`src/hw/rtl/slipd_pkg.sv`:
```
// Package for the SLIP frame decoder: SLIP code bytes and the control state type.
// It has no dependencies. The frame memory and the decoder core both import it.
package slipd_pkg;

  localparam logic [7:0] SLIP_END     = 8'hC0;
  localparam logic [7:0] SLIP_ESC     = 8'hDB;
  localparam logic [7:0] SLIP_ESC_END = 8'hDC;
  localparam logic [7:0] SLIP_ESC_ESC = 8'hDD;

  typedef logic [7:0] byte_t;

  typedef enum logic [2:0] {
    ST_IDLE,
    ST_TYPE_RD,
    ST_TYPE_CHK,
    ST_DRAIN_RD,
    ST_DRAIN_LD,
    ST_DRAIN_WAIT
  } ctrl_state_t;

endpackage

```
`src/hw/rtl/slipd_frame_mem.sv`:
```
// Frame store of the SLIP decoder. It has one write port and one synchronous read port.
// The read data is registered and appears in the cycle after the address. It depends on slipd_pkg.
module slipd_frame_mem #(
  parameter int DEPTH = 64,
  parameter int AW    = 6
) (
  input  logic            clk,
  input  logic            wr_en,
  input  logic [AW-1:0]   wr_addr,
  input  slipd_pkg::byte_t wr_data,
  input  logic [AW-1:0]   rd_addr,
  output slipd_pkg::byte_t rd_data
);
  import slipd_pkg::*;

  byte_t mem [DEPTH];
  byte_t rd_data_r;

  always_ff @(posedge clk) begin
    if (wr_en) begin
      mem[wr_addr] <= wr_data;
    end
    rd_data_r <= mem[rd_addr];
  end

  assign rd_data = rd_data_r;

endmodule

```
`src/hw/rtl/slip_frame_decoder_core.sv`:
```
// SLIP frame decoder core: input byte decode, frame store control and payload drain.
// It depends on slipd_pkg and on slipd_frame_mem.
// Throughput: one input word is taken per cycle while the control is idle; no input is taken
// during the type check or the drain. An END that closes a frame starts the type check, and
// each payload word then goes through: read the memory, load the output register, hand off.
// Reset (synchronous, rst_n low) clears the sync, escape, fill, counters and frame type.
// The frame memory itself is not cleared.
module slip_frame_decoder_core #(
  parameter int FRAME_BYTES = 64
) (
  input  logic             clk,
  input  logic             rst_n,
  input  logic             in_valid,
  output logic             in_ready,
  input  slipd_pkg::byte_t in_rx_byte,
  output logic             out_valid,
  input  logic             out_ready,
  output slipd_pkg::byte_t out_payload_byte,
  output logic             out_last_of_frame,
  output logic [15:0]      out_frames_seen,
  output logic [15:0]      out_escape_errors,
  input  logic             cfg_we,
  input  slipd_pkg::byte_t cfg_frame_type
);
  import slipd_pkg::*;

  localparam int AW = (FRAME_BYTES > 1) ? $clog2(FRAME_BYTES) : 1;
  localparam int FW = $clog2(FRAME_BYTES + 1);
  localparam logic [FW-1:0] FILL_FULL = FW'(FRAME_BYTES);

  ctrl_state_t   state_r, state_nxt;
  logic          sync_r, sync_nxt;
  logic          esc_r, esc_nxt;
  logic [FW-1:0] fill_r, fill_nxt;
  logic [AW-1:0] idx_r, idx_nxt;
  logic [15:0]   frame_cnt_r, frame_cnt_nxt;
  logic [15:0]   err_cnt_r, err_cnt_nxt;
  byte_t         type_r;
  logic          out_valid_r, out_valid_nxt;
  byte_t         out_byte_r, out_byte_nxt;
  logic          out_last_r, out_last_nxt;

  logic          wr_en;
  byte_t         wr_data;
  logic [AW-1:0] rd_addr;
  byte_t         rd_data;
  logic          in_acc;
  logic          store_req;
  byte_t         dec_byte;

  slipd_frame_mem #(
    .DEPTH(FRAME_BYTES),
    .AW   (AW)
  ) u_mem (
    .clk    (clk),
    .wr_en  (wr_en),
    .wr_addr(fill_r[AW-1:0]),
    .wr_data(wr_data),
    .rd_addr(rd_addr),
    .rd_data(rd_data)
  );

  assign in_ready = (state_r == ST_IDLE);
  assign in_acc   = in_valid && in_ready;

  // Reads are used only in the type check and drain states and writes happen only in idle. The state machine
  // keeps the two apart, so no forwarding path is needed.
  always_comb begin
    state_nxt     = state_r;
    sync_nxt      = sync_r;
    esc_nxt       = esc_r;
    fill_nxt      = fill_r;
    idx_nxt       = idx_r;
    frame_cnt_nxt = frame_cnt_r;
    err_cnt_nxt   = err_cnt_r;
    out_valid_nxt = out_valid_r;
    out_byte_nxt  = out_byte_r;
    out_last_nxt  = out_last_r;
    store_req     = 1'b0;
    dec_byte      = in_rx_byte;
    rd_addr       = idx_r;

    unique case (state_r)
      ST_IDLE: begin
        if (in_acc) begin
          priority if (!sync_r) begin
            if (in_rx_byte == SLIP_END) begin
              sync_nxt = 1'b1;
              fill_nxt = '0;
              esc_nxt  = 1'b0;
            end
          end else if (esc_r) begin
            priority if (in_rx_byte == SLIP_ESC_END) begin
              dec_byte = SLIP_END;
            end else if (in_rx_byte == SLIP_ESC_ESC) begin
              dec_byte = SLIP_ESC;
            end else begin
              if (err_cnt_r != 16'hFFFF) begin
                err_cnt_nxt = err_cnt_r + 16'd1;
              end
            end
            store_req = 1'b1;
            esc_nxt   = 1'b0;
          end else if (in_rx_byte == SLIP_ESC) begin
            esc_nxt = 1'b1;
          end else if (in_rx_byte != SLIP_END) begin
            store_req = 1'b1;
          end else begin
            if (fill_r != '0) begin
              if (frame_cnt_r != 16'hFFFF) begin
                frame_cnt_nxt = frame_cnt_r + 16'd1;
              end
              state_nxt = ST_TYPE_RD;
            end
          end
          if (store_req && (fill_r != FILL_FULL)) begin
            fill_nxt = fill_r + FW'(1);
          end
        end
      end
      ST_TYPE_RD: begin
        rd_addr   = '0;
        state_nxt = ST_TYPE_CHK;
      end
      ST_TYPE_CHK: begin
        if ((rd_data == type_r) && (fill_r > FW'(1))) begin
          idx_nxt   = AW'(1);
          state_nxt = ST_DRAIN_RD;
        end else begin
          fill_nxt  = '0;
          state_nxt = ST_IDLE;
        end
      end
      ST_DRAIN_RD: begin
        state_nxt = ST_DRAIN_LD;
      end
      ST_DRAIN_LD: begin
        out_valid_nxt = 1'b1;
        out_byte_nxt  = rd_data;
        out_last_nxt  = ((FW'(idx_r) + FW'(1)) == fill_r);
        state_nxt     = ST_DRAIN_WAIT;
      end
      ST_DRAIN_WAIT: begin
        if (out_ready) begin
          out_valid_nxt = 1'b0;
          if (out_last_r) begin
            fill_nxt  = '0;
            state_nxt = ST_IDLE;
          end else begin
            idx_nxt   = idx_r + AW'(1);
            state_nxt = ST_DRAIN_RD;
          end
        end
      end
      default: begin
        state_nxt = ST_IDLE;
      end
    endcase
  end

  assign wr_en   = store_req && (fill_r != FILL_FULL);
  assign wr_data = dec_byte;

  always_ff @(posedge clk) begin
    if (!rst_n) begin
      state_r     <= ST_IDLE;
      sync_r      <= 1'b0;
      esc_r       <= 1'b0;
      fill_r      <= '0;
      frame_cnt_r <= '0;
      err_cnt_r   <= '0;
      type_r      <= '0;
      out_valid_r <= 1'b0;
    end else begin
      state_r     <= state_nxt;
      sync_r      <= sync_nxt;
      esc_r       <= esc_nxt;
      fill_r      <= fill_nxt;
      frame_cnt_r <= frame_cnt_nxt;
      err_cnt_r   <= err_cnt_nxt;
      out_valid_r <= out_valid_nxt;
      if (cfg_we) begin
        type_r <= cfg_frame_type;
      end
    end
  end

  always_ff @(posedge clk) begin
    idx_r      <= idx_nxt;
    out_byte_r <= out_byte_nxt;
    out_last_r <= out_last_nxt;
  end

  assign out_valid         = out_valid_r;
  assign out_payload_byte  = out_byte_r;
  assign out_last_of_frame = out_last_r;
  assign out_frames_seen   = frame_cnt_r;
  assign out_escape_errors = err_cnt_r;

endmodule

```
`config.mk`:
```
export PLATFORM = sky130hd
export DESIGN_NAME = slip_frame_decoder_core
export DESIGN_NICKNAME = d
export VERILOG_FILES = /design/src/hw/rtl/slipd_pkg.sv /design/src/hw/rtl/slipd_frame_mem.sv /design/src/hw/rtl/slip_frame_decoder_core.sv
export SDC_FILE = /design/constraint.sdc
export NUM_CORES = 1
export LEC_CHECK = 0
export BUFFER_PORTS_ARGS = -buffer_cell sky130_fd_sc_hd__buf_2
export CAP_MARGIN = 30
export CORE_MARGIN = 3
export CORE_UTILIZATION = 40
export DETAILED_ROUTE_END_ITERATION = 8
export PLACE_DENSITY_LB_ADDON = 0.2
export RECOVER_POWER = 50
export SLEW_MARGIN = 20
export SYNTH_ARGS = -nofsm -noshare
export SYNTH_HDL_FRONTEND = slang
export SYNTH_SLANG_ARGS = --single-unit
```
`constraint.sdc`:
```
create_clock -name clk -period 4.2 [get_ports clk]
set_input_delay 0.21 -clock clk [delete_from_list [all_inputs] [get_ports clk]]
set_output_delay 0.21 -clock clk [all_outputs]
set_load 0.05 [all_outputs]
```
Yosys cells after proc, flatten, opt, wreduce, memory -nomap -nowiden:

Memory sizes are Yosys's and may differ from the RTL's. A register that Yosys moved wholly into a read port is not among the register bits.
Index checks and enable logic that the tools add are counted.

* flip-flop bits (word level): 68
* RAM bits: 512
* input bits: 21
* output and inout bits: 43
* word-level logic and storage cells: 116
* memories: 1

Memories
* u_mem.mem: depth 64, width 8, read ports 1, clocked after memory_dff 1, wr ports 1, RTL line slipd_frame_mem.sv:16 `byte_t mem [DEPTH];`

* add/subtract/negate cells: 5
* magnitude comparators: 1
* equality and inequality tests: 28
* mux-type cells: 47
* bitwise logic cells: 5
* reductions and logical operators: 18

Operators with widths (number)
* two-way mux 7 bit: 7
* two-way mux 8 bit: 6
* adder 16 x 1 -> 16 bit (second input constant): 2
* equality test 8 bit (second input constant): 4
* != test 16 bit (second input constant): 2
* two-way mux 6 bit: 4
* two-way mux 3 bit: 7
* case mux 7 bit (3 select lines): 1
* AND reduction 7 bit: 3
* case mux 3 bit (6 select lines): 1
* two-way mux 1 bit: 17
* != test 2 bit (second input constant): 8
* case mux 6 bit (2 select lines): 1
* equality test 8 bit: 1
* != test 8 bit (second input constant): 1
* AND reduction 8 bit: 1
* adder 6 x 1 -> 7 bit (second input constant): 1
* adder 7 x 1 -> 7 bit (second input constant): 1
* equality test 7 bit: 1
* > comparator 7 x 1 -> 1 bit (second input constant): 1
* != test 7 bit (second input constant): 1
* nonzero test 7 bit: 1
* adder 6 x 1 -> 6 bit (second input constant): 1
* equality test 3 x 2 -> 1 bit (second input constant): 2
* other kinds (15): 29

Longest topological paths before layout:

Gate-level depths: netlist of the first run.

* depth after elaboration: 12
* gate-level depth with buffers: 10
* mapped depth without buffers: 8

Hierarchy:

From an unflattened synthesis of the first run, not the netlist that was laid out.

* cell total of the unflattened synthesis: 1332
* area total of the unflattened synthesis: 23705.2 um^2

By module, submodules not included
* slipd_frame_mem: instances 1, cells an instance 940, area an instance 20165.6 um^2, sequential area each 15534.9 um^2
* slip_frame_decoder_core: instances 1, cells an instance 392, area an instance 3539.6 um^2, sequential area each 1511.4 um^2

Least setup slack after synthesis of the first run:

Ideal clock, no wire load.

* path kind: reg-to-reg
* start point: reg state_r[0]
* end point: mem u_mem.mem[0][2] in the netlist's numbering, data pin
* setup time: 0.499 ns
* data arrival time: 2.645 ns
* required time: 3.701 ns
* setup slack: 1.057 ns
* cell stages (with the launch flop): 7
* path through: dfxtp_1 -> buf_2 -> or3_1 -> clkinv_2 -> nand4_2 -> nor4_1 -> nor2_1

* longest elaborated chain between the ends: 4

Ends and longest elaborated chain
* start, declared: RTL line slip_frame_decoder_core.sv:31 `ctrl_state_t state_r, state_nxt;`
* start signal, assigned: RTL line slip_frame_decoder_core.sv:175 `state_r <= state_nxt;`
* zero test 3 bit (*): RTL line slip_frame_decoder_core.sv:63 `assign in_ready = (state_r == ST_IDLE);`
* via in_ready: RTL line slip_frame_decoder_core.sv:14 `output logic in_ready,`
* logical AND 1 bit: RTL line slip_frame_decoder_core.sv:64 `assign in_acc = in_valid && in_ready;`
* two-way mux 8 bit: RTL line slip_frame_decoder_core.sv:85 `if (in_acc) begin`
* two-way mux 8 bit (*): RTL line slip_frame_decoder_core.sv:83 `unique case (state_r)`
* via dec_byte[2]: RTL line slip_frame_decoder_core.sv:49 `byte_t dec_byte;`
* end, declared: RTL line slipd_frame_mem.sv:16

Mark *: on every way through the listed nets, which the timed path passes. The rest lies on a longest branch.

Final worst setup path of the first run:

* start point: reg fill_r[0]
* end point: mem u_mem.mem[7][3] in the netlist's numbering, enable pin

* longest elaborated chain between the ends: 4

Ends and longest elaborated chain
* start, declared: RTL line slip_frame_decoder_core.sv:34 `logic [FW-1:0] fill_r, fill_nxt;`
* start signal, assigned: RTL line slip_frame_decoder_core.sv:178 `fill_r <= fill_nxt;`
* != test 7 bit: RTL line slip_frame_decoder_core.sv:161 `assign wr_en = store_req && (fill_r != FILL_FULL);`
* logical AND 1 bit: RTL line slip_frame_decoder_core.sv:161
* two-way mux 1 bit: RTL line slipd_frame_mem.sv:20 `if (wr_en) begin`
* two-way mux 1 bit (implied by the code): RTL line slipd_frame_mem.sv:21 `mem[wr_addr] <= wr_data;`

Several ways; a longest one is shown, not always the timed one.

==> results of run 1 <==
==> worst max-delay path, cell delays in order (launching register included) <==
cell                       delay (ps)
sky130_fd_sc_hd__dfxtp_1          530
sky130_fd_sc_hd__inv_1            120
sky130_fd_sc_hd__ha_1             260
sky130_fd_sc_hd__nand2_1           90
sky130_fd_sc_hd__o31ai_1           60
sky130_fd_sc_hd__or3_1            510
sky130_fd_sc_hd__nor2_1           160
sky130_fd_sc_hd__clkbuf_1         270
sky130_fd_sc_hd__nand2_1           80
sky130_fd_sc_hd__clkbuf_1         470
sky130_fd_sc_hd__nor2_1           230
sky130_fd_sc_hd__clkbuf_1         440
==> area by class of cell <==
cell class | instances | area (sq um)
multi-input cells | 912 | 6690
flip-flops and latches | 588 | 17000
inverters | 13 | 50.0
repair buffers | 159 | 1100
well taps | 773 | 967
clock inverters | 34 | 350
fillers | 5161 | 31700
clock buffers | 78 | 1640
==> cells by family after synthesis <==
kind of cell             Yosys count  share of synthesized area [%]
XOR/XNOR                          38                           1.37
adder cells (fa/ha/maj)            6                          0.309
AND/OR/NAND/NOR                  320                           6.65
multiplexers                     235                           9.91
flip-flops                       588                           70.2
AO/OA/AOI/OAI                    313                           9.28
buffers and inverters            124                           2.26
==> flip-flops by register name, summed over array words and instances (netlist names) <==
register / count
u_mem.mem: 512
out_escape_errors: 16
out_frames_seen: 16
out_payload_byte: 8
type_r: 8
u_mem.rd_data: 8
fill_r: 7
idx_r: 6
state_r: 3
esc_r: 1
out_last_of_frame: 1
out_valid: 1
sync_r: 1
==> cells in the mapped netlist (3+ instances only) <==
master / n
sky130_fd_sc_hd__o211ai_1: 4
sky130_fd_sc_hd__buf_2: 24
sky130_fd_sc_hd__a211oi_1: 37
sky130_fd_sc_hd__nand4_1: 17
sky130_fd_sc_hd__a31oi_1: 3
sky130_fd_sc_hd__nand3_1: 32
sky130_fd_sc_hd__a221oi_1: 32
sky130_fd_sc_hd__or3_1: 17
sky130_fd_sc_hd__nor4_1: 8
sky130_fd_sc_hd__xor2_1: 14
sky130_fd_sc_hd__a311oi_1: 34
sky130_fd_sc_hd__and4_1: 5
sky130_fd_sc_hd__mux2i_1: 202
sky130_fd_sc_hd__nand2b_1: 3
sky130_fd_sc_hd__buf_4: 4
sky130_fd_sc_hd__a211o_1: 32
sky130_fd_sc_hd__nand3b_1: 4
sky130_fd_sc_hd__nor3_1: 18
sky130_fd_sc_hd__and2_1: 4
sky130_fd_sc_hd__buf_6: 5
sky130_fd_sc_hd__buf_1: 13
sky130_fd_sc_hd__o21a_1: 4
sky130_fd_sc_hd__a21oi_1: 80
sky130_fd_sc_hd__a221o_1: 32
sky130_fd_sc_hd__xnor2_1: 24
sky130_fd_sc_hd__clkbuf_1: 65
sky130_fd_sc_hd__mux2_2: 32
sky130_fd_sc_hd__nand2_1: 33
sky130_fd_sc_hd__dfxtp_1: 61
sky130_fd_sc_hd__or4_1: 10
sky130_fd_sc_hd__edfxtp_1: 527
sky130_fd_sc_hd__inv_1: 10
sky130_fd_sc_hd__and3_1: 37
sky130_fd_sc_hd__nor2_1: 120
sky130_fd_sc_hd__ha_1: 6
sky130_fd_sc_hd__o21ai_0: 44
==> path summary, 6_finish.rpt <==
check | from | to | slack [ps] | depth (start not counted)
max | fill_r[0] | u_mem.mem[7][3] | 620 | 11
min | cfg_we | type_r[3] | 40 | 3
max reg2reg | fill_r[0] | u_mem.mem[7][3] | 620 | 11
min reg2reg | out_valid | out_valid | 510 | 2
==> power groups by stage <==
stage | registers [W] | logic (W) | clock network, W
after CTS | 0.00637 | 0.000175 | 0.00548
after detailed placement | 0.00649 | 0.000160 | 0
final | 0.00637 | 0.000169 | 0.00538
after floorplan | 0.00650 | 0.0000639 | 0
after global routing | 0.00637 | 0.000183 | 0.00572
after global placement | 0.00649 | 0.000152 | 0
==> metrics by stage <==
stage / std cells / total power (W)
final: 2557 / 0.0119
after global routing: 2557 / 0.0123
after CTS: 2556 / 0.0120
after detailed placement: 2425 / 0.00665
after global placement: 2423 / 0.00665
after floorplan: 1624 / 0.00656
==> metal layers <==
layer | part of all wire [%] | up-vias | GRT usage [%]
met5 | 0 | - | 0
met4 | 2.7 | 0 | 5.74
met3 | 6.1 | 105 | 3.24
met2 | 47 | 484 | 31.9
met1 | 44 | 7480 | 27.2
li1 | - | 6652 | -
==> what timing repair did <==
item | 4_1_cts | 5_1_grt
setup endpoints to repair | 0 | 0
hold endpoints to repair | 19 | 0
hold buffers | 19 | 0
==> results by group, run 1 <==
Outcome
  • Result of the run: finished, violations left
  • Violated checks: capacitance limit, slew limit

Placement
  • Port Buf Inserts: 63
  • Detailed placer's ending HPWL: 38300 um
  • Placement Setup Slack: 817 ps
  • Placed inst area: 25700 sq um
  • Final Wtd Congestion: 0.839

Logic synthesis
  • Register bit count reported by yosys: 588
  • Share of the synthesized area in the top cell type: 65.2%
  • Average size of a mapped cell: 14.9 sq um
  • Fraction of registers with async set/reset: 0%
  • Post-synthesis cell area: 24300 sq um
  • Post-synth EDFFs: 527
  • Cells taking the most area after synthesis: sky130_fd_sc_hd__edfxtp_1, sky130_fd_sc_hd__mux2i_1, sky130_fd_sc_hd__dfxtp_1
  • Top FF cell, synth: sky130_fd_sc_hd__edfxtp_1
  • Post-synthesis cell type with the largest combined area: sky130_fd_sc_hd__edfxtp_1
  • Synthesized netlist net count: 1651
  • Count of warnings emitted by yosys: 0
  • Cells after Synth: 1624
  • Share of synthesized area occupied by flip-flops and latches: 70.2%
  • Count of cell types in the netlist: 56

Power
  • Leak Pwr: 8.76 nW
  • Sequential group share of total power: 53.5%
  • Switching Fraction: 20.0%
  • Switching component of the power: 0.00239 W
  • Combinational Power Share: 1.4%
  • Worst ir drop on vdd: 269 uV
  • Power per cell area: 428 nW/um^2
  • Cell internal pwr: 0.00953 W
  • Clock Power Share: 45.1%

STA
  • Final critical-path share of the clock period: 85.3%
  • Max Transition Viols Final: 331
  • Total of endpoints with negative setup slack in the final report: 0
  • Slew margin rel.: -145%
  • Setup repair after global routing missed its margin: no
  • Final Hold Slack: 40.2 ps
  • Transition time of the tightest slew-check pin: 3670 ps
  • Final Skew: 15.5 ps
  • Number of hold violations in the final report: 0
  • Setup ws final: 616 ps
  • Final Critical Period: 3580 ps
  • Upper clock frequency limit: 0.279 GHz
  • Setup_tns: 0 ps

Die
  • Width of the die: 252 um
  • Overall die height: 252 um
  • Core region area: 59600 sq um
  • Boundary pin count: 64
  • Effective utilization at floorplan: 40.7%
  • Die Outline Area: 63700 sq um
  • Number of placement rows: 89

Clocking
  • Worst skew pair latency: 630 ps
  • CTS H-tree depth: 2
  • Longest Clk Path Bufs: 3
  • Clock input transition at the sequential cells of the worst setup and hold paths: 60 ps
  • # clock sinks: 588
  • Buffers inserted by post-CTS timing repair: 0
  • Clock buffer count from CTS: 60
  • Count of cells resized by post-cts repair: 0
  • Clock tree from TritonCTS: yes
  • Root buf cell: sky130_fd_sc_hd__clkbuf_16

GRT
  • Antenna violations before repair: 1
  • GRT Overall Usage: 19.6%
  • Wire length of the first global-routing pass: 93500 um
  • Total gr overflow: 0
  • Maximum number of pins on one net before global-route repair: 112
  • Number of global-route vias before repair: 14373

Route
  • Drt first pass iters: 5
  • Average wire per cell in the routed design: 24.6 um
  • DRC Markers: 0
  • Number of nets with antenna violations after detailed routing: 0
  • Via density per instance: 5.76
  • First DRT Iteration DRCs: 1620
  • Via Count: 14721
  • Total routed wirelength: 62900 um

Critical path
  • CP arrival: 3840 ps
  • Startpoint class of the critical path: register
  • CP required: 4460 ps
  • Category of the worst setup path capture point: register
  • Worst Path Class, Setup: register to register
  • Peak fanout along the critical path: 11

Layout
  • Util after Layout: 46.7%
  • Share of layout cells above drive strength 1: 12.2%
  • Layout Area Growth over Synthesis: 14.7%
  • Antenna Cells: 0
  • Most frequent cells in the layout: sky130_fd_sc_hd__edfxtp_1, sky130_fd_sc_hd__mux2i_1, sky130_fd_sc_hd__nor2_1, sky130_fd_sc_hd__a21oi_1, sky130_fd_sc_hd__clkbuf_1
  • NumNets Final: 1761
  • Leading cell type in the layout, fill and taps excluded: sky130_fd_sc_hd__edfxtp_1
  • Final design instance area without fill: 27800 sq um

Flow run
  • Maximum Capacitance Violations: 7

Min path
  • Classification of the worst-slack hold path: input pin to register
Note: power is estimated with default switching activity, not from simulation.
==> run 2: changes to the inputs <==
Settings changed: CORE_UTILIZATION 40 to 61, CTS_CLUSTER_DIAMETER from default to 60, REMOVE_ABC_BUFFERS from default to 1.
==> run 2 against run 1 <==
  * The flow still finishes with violations (capacitance limit, slew limit)
  * Total power is 3.4% lower
  * Cell count fell by 9.8%
  * Sequential power barely moved
  * Non-clock buffer count grew 10
  * Count of clock-buffer cells in the layout grew 1
  * Combinational power is 3% lower
  * Setup slack lost 150 ps
  * Global-route usage is 8.5 points higher
  * Hold slack got worse by 11 ps
  * Utilization up 24 points
  * Largest cell class unchanged
==> results by group, run 2 (same netlist as run 1, synthesis figures left out) <==
Outcome
  • Result of the run: finished, violations left (unchanged)
  • Violated checks: capacitance limit, slew limit (unchanged)

Clocking
  • Clock input transition at the sequential cells of the worst setup and hold paths: 60 ps (about the same)
  • Count of cells resized by post-cts repair: 0 (unchanged)
  • Root buf cell: sky130_fd_sc_hd__clkbuf_16 (unchanged)
  • Worst skew pair latency: 610 ps (was 630 ps)
  • Clock tree from TritonCTS: yes (unchanged)
  • # clock sinks: 588 (unchanged)
  • Clock buffer count from CTS: 57 (was 60)
  • Longest Clk Path Bufs: 3 (unchanged)
  • CTS H-tree depth: 2 (unchanged)

STA
  • Final Skew: 20.8 ps (was 15.5 ps)
  • Max Transition Viols Final: 372 (was 331)
  • Final critical-path share of the clock period: 88.8% (was 85.3%)
  • Total of endpoints with negative setup slack in the final report: 0 (unchanged)
  • Slew margin rel.: -119% (was -145%)
  • Final Critical Period: 3730 ps (was 3580 ps)
  • Number of hold violations in the final report: 0 (unchanged)
  • Setup_tns: 0 ps (unchanged)
  • Setup ws final: 469 ps (was 616 ps)
  • Upper clock frequency limit: 0.268 GHz (was 0.279 GHz)
  • Setup repair after global routing missed its margin: no (unchanged)
  • Transition time of the tightest slew-check pin: 3290 ps (was 3670 ps)

Route
  • Via density per instance: 6.45 (was 5.76)
  • Total routed wirelength: 58700 um (was 62900 um)
  • First DRT Iteration DRCs: 1596 (was 1620)
  • Average wire per cell in the routed design: 25.5 um (was 24.6 um)
  • Via Count: 14875 (was 14721)
  • Drt first pass iters: 8 (was 5)
  • Number of nets with antenna violations after detailed routing: 0 (unchanged)
  • DRC Markers: 0 (unchanged)

Layout
  • Layout Area Growth over Synthesis: 12.9% (was 14.7%)
  • Leading cell type in the layout, fill and taps excluded: sky130_fd_sc_hd__edfxtp_1 (unchanged)
  • NumNets Final: 1768 (was 1761)
  • Largest register FFs: 512 (unchanged)
  • Share of layout cells above drive strength 1: 12.4% (was 12.2%)
  • Antenna Cells: 0 (unchanged)
  • Filler cells: 2629 (was 5161)
  • Register with the highest flop count: u_mem.mem (unchanged)
  • Most frequent cells in the layout: sky130_fd_sc_hd__edfxtp_1, sky130_fd_sc_hd__mux2i_1, sky130_fd_sc_hd__nor2_1, sky130_fd_sc_hd__a21oi_1, sky130_fd_sc_hd__buf_4 (was sky130_fd_sc_hd__edfxtp_1, sky130_fd_sc_hd__mux2i_1, sky130_fd_sc_hd__nor2_1, sky130_fd_sc_hd__a21oi_1, sky130_fd_sc_hd__clkbuf_1)

Critical path
  • Worst Path Class, Setup: input pin to register (was register to register)
  • Peak fanout along the critical path: 11 (unchanged)
  • CP required: 4550 ps (was 4460 ps)
  • Minimum setup slack among reg-to-reg paths: 480 ps (was 620 ps)
  • Startpoint class of the critical path: input pin (was register)
  • Endpoint of the lowest-slack register-to-register path: u_mem.mem[52][1] (was u_mem.mem[7][3])
  • Number of cells on the worst reg-to-reg path: 6 (was 11)
  • CP arrival: 4090 ps (was 3840 ps)
  • Category of the worst setup path capture point: register (unchanged)
  • Reg-to-reg startpoint: state_r[0] (was fill_r[0])

Die
  • Boundary pin count: 64 (unchanged)
  • Width of the die: 205 um (was 252 um)
  • Core region area: 39000 sq um (was 59600 sq um)
  • Overall die height: 205 um (was 252 um)
  • Number of placement rows: 72 (was 89)
  • Effective utilization at floorplan: 62.2% (was 40.7%)
  • Die Outline Area: 42200 sq um (was 63700 sq um)

GRT
  • GRT Overall Usage: 28.0% (was 19.6%)
  • Total gr overflow: 0 (unchanged)
  • Number of global-route vias before repair: 14567 (was 14373)
  • Wire length of the first global-routing pass: 88600 um (was 93500 um)
  • Maximum number of pins on one net before global-route repair: 91 (was 112)
  • Antenna violations before repair: 2 (was 1)

Placement
  • Port Buf Inserts: 63 (unchanged)
  • Final Wtd Congestion: 0.890 (was 0.839)
  • Detailed placer's ending HPWL: 36600 um (was 38300 um)
  • Placement Setup Slack: 758 ps (was 817 ps)

Power
  • Leak Pwr: 8.77 nW (was 8.76 nW)
  • Worst ir drop on vdd: 331 uV (was 269 uV)
  • Power per cell area: 420 nW/um^2 (was 428 nW/um^2)

Flow run
  • Maximum Capacitance Violations: 8 (was 7)

Min path
  • Depth of the worst hold-timing path: 3 (unchanged)
  • Startpoint of the lowest-slack hold path: cfg_we (unchanged)
  • Endpoint, Worst Hold: type_r[5] (was type_r[3])
  • Classification of the worst-slack hold path: input pin to register (unchanged)
run 2: cell types whose count changed in the layout (fill, tap and decap cells not counted), moves of 3 or more:
cell / delta
sky130_fd_sc_hd__clkinv_2: +4
sky130_fd_sc_hd__dlygate4sd3_1: -5
sky130_fd_sc_hd__bufinv_16: -3
sky130_fd_sc_hd__clkbuf_1: +3
sky130_fd_sc_hd__clkinv_4: -5
sky130_fd_sc_hd__buf_4: +16
sky130_fd_sc_hd__clkinvlp_4: -3
run 2: per-layer routing:
layer	vias to the layer above	wire [um]	global-route usage [%]	part of all wire, %
met4	2	2300	10.3	3.9
met2	717	28100	44.9	48
met5	-	10	0	0.017
met3	135	5160	5.70	8.8
met1	7364	23100	38.5	39
li1	6657	-	-	-
run 2: how the worst max path moves through the flow:
stage	from	slack [ps]	endpoint	cells past startpoint
after detailed placement	fill_r[4]	760	u_mem.mem[48][7]	6
after floorplan	idx_r[0]	-7860	u_mem.rd_data[0]	5
after CTS	fill_r[4]	720	u_mem.mem[48][6]	6
final	in_rx_byte[7]	470	u_mem.mem[52][5]	10
after global routing	state_r[0]	260	u_mem.mem[29][1]	6
after global placement	fill_r[4]	860	u_mem.mem[0][5]	6
run 2: final cells by class:
class	instances	area [sq um]	share of cell area, %
repair buffers	169	1130	4.14
clock inverters	27	218	0.794
flip-flops and latches	588	17000	62.2
inverters	13	50.0	0.183
clock buffers	79	1620	5.93
multi-input cells	912	6690	24.4
well taps	518	648	2.36
run 2: stage by stage:
step | instance area [sq um] | std cells | power, W | hold slack (ps) | utilization [%]
4_1_cts | 27500 | 2305 | 0.0116 | 22.2 | 70.5
3_3_place_gp | 25500 | 2185 | 0.00664 | 446 | 65.4
3_5_place_dp | 25500 | 2185 | 0.00665 | 459 | 65.4
6_report | 27400 | 2306 | 0.0115 | 28.8 | 70.3
5_1_grt | 27400 | 2306 | 0.0119 | 29.7 | 70.3
2_1_floorplan | 23800 | 1513 | 0.00653 | 309 | -
run 2: repair_timing:
item	CTS	global route
hold buffers	14	0
setup buffers	0	0
endpoints found under the hold margin	26	0
run 2: worst max-delay path, stage by stage:
cell                            delay (ps)
sky130_fd_sc_hd__dlygate4sd3_1         520
sky130_fd_sc_hd__clkbuf_1              510
sky130_fd_sc_hd__or4bb_1               540
sky130_fd_sc_hd__nor3_1                410
sky130_fd_sc_hd__or3_1                 330
sky130_fd_sc_hd__nor2_1                170
sky130_fd_sc_hd__nand3_1               110
sky130_fd_sc_hd__clkbuf_1              730
sky130_fd_sc_hd__nor2_1                290
sky130_fd_sc_hd__buf_4                 250
run 2: power by group:
part / switching [W] / internal, W / total (W) / leakage [nW]
logic: 0.000134 / 0.0000300 / 0.000164 / 2.64
clock network: 0.00210 / 0.00288 / 0.00498 / 0.907
registers: 0.00000332 / 0.00637 / 0.00638 / 5.23
==> run 3: changes to the inputs <==
Settings changed: MAX_ROUTING_LAYER from default to met4.
==> run 3 against run 2 <==
  * Routed wire length hardly changed
  * Setup slack worse by 6.8 ps
  * Clock power hardly changed
  * Cell area hardly changed
  * Sequential power hardly changed
  * Die area stayed put
  * Maximum frequency is 0.18% lower
  * Utilization hardly changed
  * Largest cell class unchanged
  * Total power hardly changed
  * Combinational power hardly changed
  * Sequential share of layout area hardly changed
  * Sequential cell count stayed put
  * The flow still finishes with violations (capacitance limit, slew limit)
==> results by group, run 3 (same netlist as run 1, synthesis figures left out) <==
GRT
  • GRT Overall Usage: 28.9% (was 28.0%)
  • Total gr overflow: 0 (unchanged)
  • Number of global-route vias before repair: 14571 (was 14567)
  • Wire length of the first global-routing pass: 88600 um (about the same)
  • Maximum number of pins on one net before global-route repair: 91 (unchanged)
  • Antenna violations before repair: 2 (unchanged)

Clocking
  • CTS H-tree depth: 2 (unchanged)
  • # clock sinks: 588 (unchanged)
  • Longest Clk Path Bufs: 3 (unchanged)
  • Buffers inserted by post-CTS timing repair: 0 (unchanged)
  • Clock buffer count from CTS: 57 (unchanged)
  • Count of cells resized by post-cts repair: 0 (unchanged)
  • Root buf cell: sky130_fd_sc_hd__clkbuf_16 (unchanged)
  • Worst skew pair latency: 610 ps (about the same)
  • Clock tree from TritonCTS: yes (unchanged)
  • Clock input transition at the sequential cells of the worst setup and hold paths: 60 ps (about the same)

STA
  • Setup repair after global routing missed its margin: no (unchanged)
  • Final Critical Period: 3740 ps (was 3730 ps)
  • Upper clock frequency limit: 0.268 GHz (about the same)
  • Final Skew: 23.3 ps (was 20.8 ps)
  • Final critical-path share of the clock period: 89.0% (was 88.8%)
  • Max Transition Viols Final: 372 (unchanged)
  • Setup ws final: 462 ps (was 469 ps)
  • Total of endpoints with negative setup slack in the final report: 0 (unchanged)
  • Transition time of the tightest slew-check pin: 3380 ps (was 3290 ps)
  • Setup_tns: 0 ps (unchanged)
  • Final Hold Slack: 25.8 ps (was 28.8 ps)
  • Number of hold violations in the final report: 0 (unchanged)
  • Slew margin rel.: -126% (was -119%)

Layout
  • Post-layout instance count excluding filler cells: 2308 (was 2306)
  • Most frequent cells in the layout: sky130_fd_sc_hd__edfxtp_1, sky130_fd_sc_hd__mux2i_1, sky130_fd_sc_hd__nor2_1, sky130_fd_sc_hd__a21oi_1, sky130_fd_sc_hd__buf_4 (unchanged)
  • Leading cell type in the layout, fill and taps excluded: sky130_fd_sc_hd__edfxtp_1 (unchanged)
  • Share of layout cells above drive strength 1: 12.5% (was 12.4%)
  • Filler cells: 2627 (was 2629)
  • NumNets Final: 1768 (unchanged)
  • Register with the highest flop count: u_mem.mem (unchanged)
  • Layout Area Growth over Synthesis: 12.9% (about the same)
  • Largest register FFs: 512 (unchanged)

Power
  • Leak Pwr: 8.77 nW (about the same)
  • Switching Fraction: 19.4% (about the same)
  • Sequential group share of total power: 55.3% (about the same)
  • Combinational Power Share: 1.4% (about the same)
  • Power after layout: 0.0115 W (about the same)
  • Cell internal pwr: 0.00929 W (about the same)
  • Switching component of the power: 0.00224 W (was 0.00223 W)
  • Clock Power Share: 43.3% (was 43.2%)
  • Worst ir drop on vdd: 328 uV (was 331 uV)
  • Power per cell area: 420 nW/um^2 (about the same)

Critical path
  • Peak fanout along the critical path: 11 (unchanged)
  • Largest incremental delay on the critical path: 740 ps (was 730 ps)
  • Cell chain of the critical path: dlygate4sd3_1 -> clkbuf_1 -> or4bb_1 -> nor3_1 -> or3_1 -> nor2_1 -> nand3_1 -> clkbuf_1 -> nor2_1 -> buf_4 (unchanged)
  • Startpoint class of the critical path: input pin (unchanged)
  • Cell with the biggest individual delay on the critical path: sky130_fd_sc_hd__clkbuf_1 (unchanged)
  • CP required: 4550 ps (about the same)
  • Number of buffer and inverter instances along the worst setup path: 4 (unchanged)
  • Crit path max-delay family: buffers and inverters (unchanged)
  • Worst Path Class, Setup: input pin to register (unchanged)
  • CP arrival: 4090 ps (about the same)
  • Category of the worst setup path capture point: register (unchanged)

Placement
  • Number of placed instances, taps included: 2185 (unchanged)
  • Final Wtd Congestion: 0.905 (was 0.890)
  • Placement Setup Slack: 758 ps (unchanged)
  • Port Buf Inserts: 63 (unchanged)
  • Detailed placer's ending HPWL: 36600 um (unchanged)

Route
  • Average wire per cell in the routed design: 25.5 um (about the same)
  • Via Count: 14906 (was 14875)
  • Number of nets with antenna violations after detailed routing: 0 (unchanged)
  • First DRT Iteration DRCs: 1547 (was 1596)
  • Via density per instance: 6.46 (was 6.45)
  • Drt first pass iters: 6 (was 8)
  • DRC Markers: 0 (unchanged)
  • Total routed wirelength: 58800 um (was 58700 um)

Outcome
  • Result of the run: finished, violations left (unchanged)
  • Violated checks: capacitance limit, slew limit (unchanged)

Min path
  • Classification of the worst-slack hold path: input pin to register (unchanged)

Flow run
  • Maximum Capacitance Violations: 8 (unchanged)

Die
  • Width of the die: 205 um (unchanged)
  • Number of placement rows: 72 (unchanged)
  • Die Outline Area: 42200 sq um (unchanged)
  • Boundary pin count: 64 (unchanged)
  • Core region area: 39000 sq um (unchanged)
  • Effective utilization at floorplan: 62.2% (unchanged)
  • Overall die height: 205 um (unchanged)
## run 3: area by class of cell
class                   instances  area [sq um]  area share (%)
diodes                          2          5.00          0.0183
clock buffers                  79          1620            5.92
clock inverters                27           218           0.794
inverters                      13          50.0           0.183
multi-input cells             912          6690            24.4
flip-flops and latches        588         17000            62.2
well taps                     518           648            2.36
repair buffers                169          1130            4.13
## run 3: timing repair
item,4_1_cts,5_1_grt
setup endpoints to repair,0,0
hold buffers,14,0
hold endpoints to repair,26,0
## run 3: metrics by stage
stage / utilization (%) / area, sq um
detailed placement: 65.4 / 25500
global route: 70.3 / 27400
global placement: 65.4 / 25500
finish: 70.3 / 27400
floorplan: - / 23800
CTS: 70.5 / 27500
## run 3: metal layers
| metal | vias to the layer above | global-route usage, % | routed length [um] |
|---|---|---|---|
| met4 | 0 | 9.98 | 2240 |
| met5 | - | - | 0 |
| met2 | 750 | 45.1 | 28200 |
| li1 | 6652 | - | - |
| met3 | 152 | 5.30 | 4950 |
| met1 | 7352 | 38.9 | 23300 |
## run 3: worst reg2reg max path, cell delays in order, from the launching register on
cell	delay (ps)
sky130_fd_sc_hd__dfxtp_1	400
sky130_fd_sc_hd__or3_1	440
sky130_fd_sc_hd__clkinv_2	120
sky130_fd_sc_hd__nand4_1	270
sky130_fd_sc_hd__nor4_1	330
sky130_fd_sc_hd__or2_0	1150
sky130_fd_sc_hd__buf_4	680
## run 3: power by group through the flow
stage | combinational [W] | clock, W | sequential (W)
floorplan | 0.0000406 | 0 | 0.00649
global route | 0.000175 | 0.00531 | 0.00637
CTS | 0.000163 | 0.00503 | 0.00637
detailed placement | 0.000153 | 0 | 0.00649
finish | 0.000164 | 0.00498 | 0.00637
global placement | 0.000148 | 0 | 0.00649
## run 3: worst paths after layout
path | to | cells past startpoint | from | slack, ps
min | type_r[5] | 3 | cfg_we | 30
min reg2reg | type_r[5] | 2 | type_r[5] | 510
max | u_mem.mem[52][0] | 10 | in_rx_byte[7] | 460
max reg2reg | u_mem.mem[52][1] | 6 | state_r[0] | 480
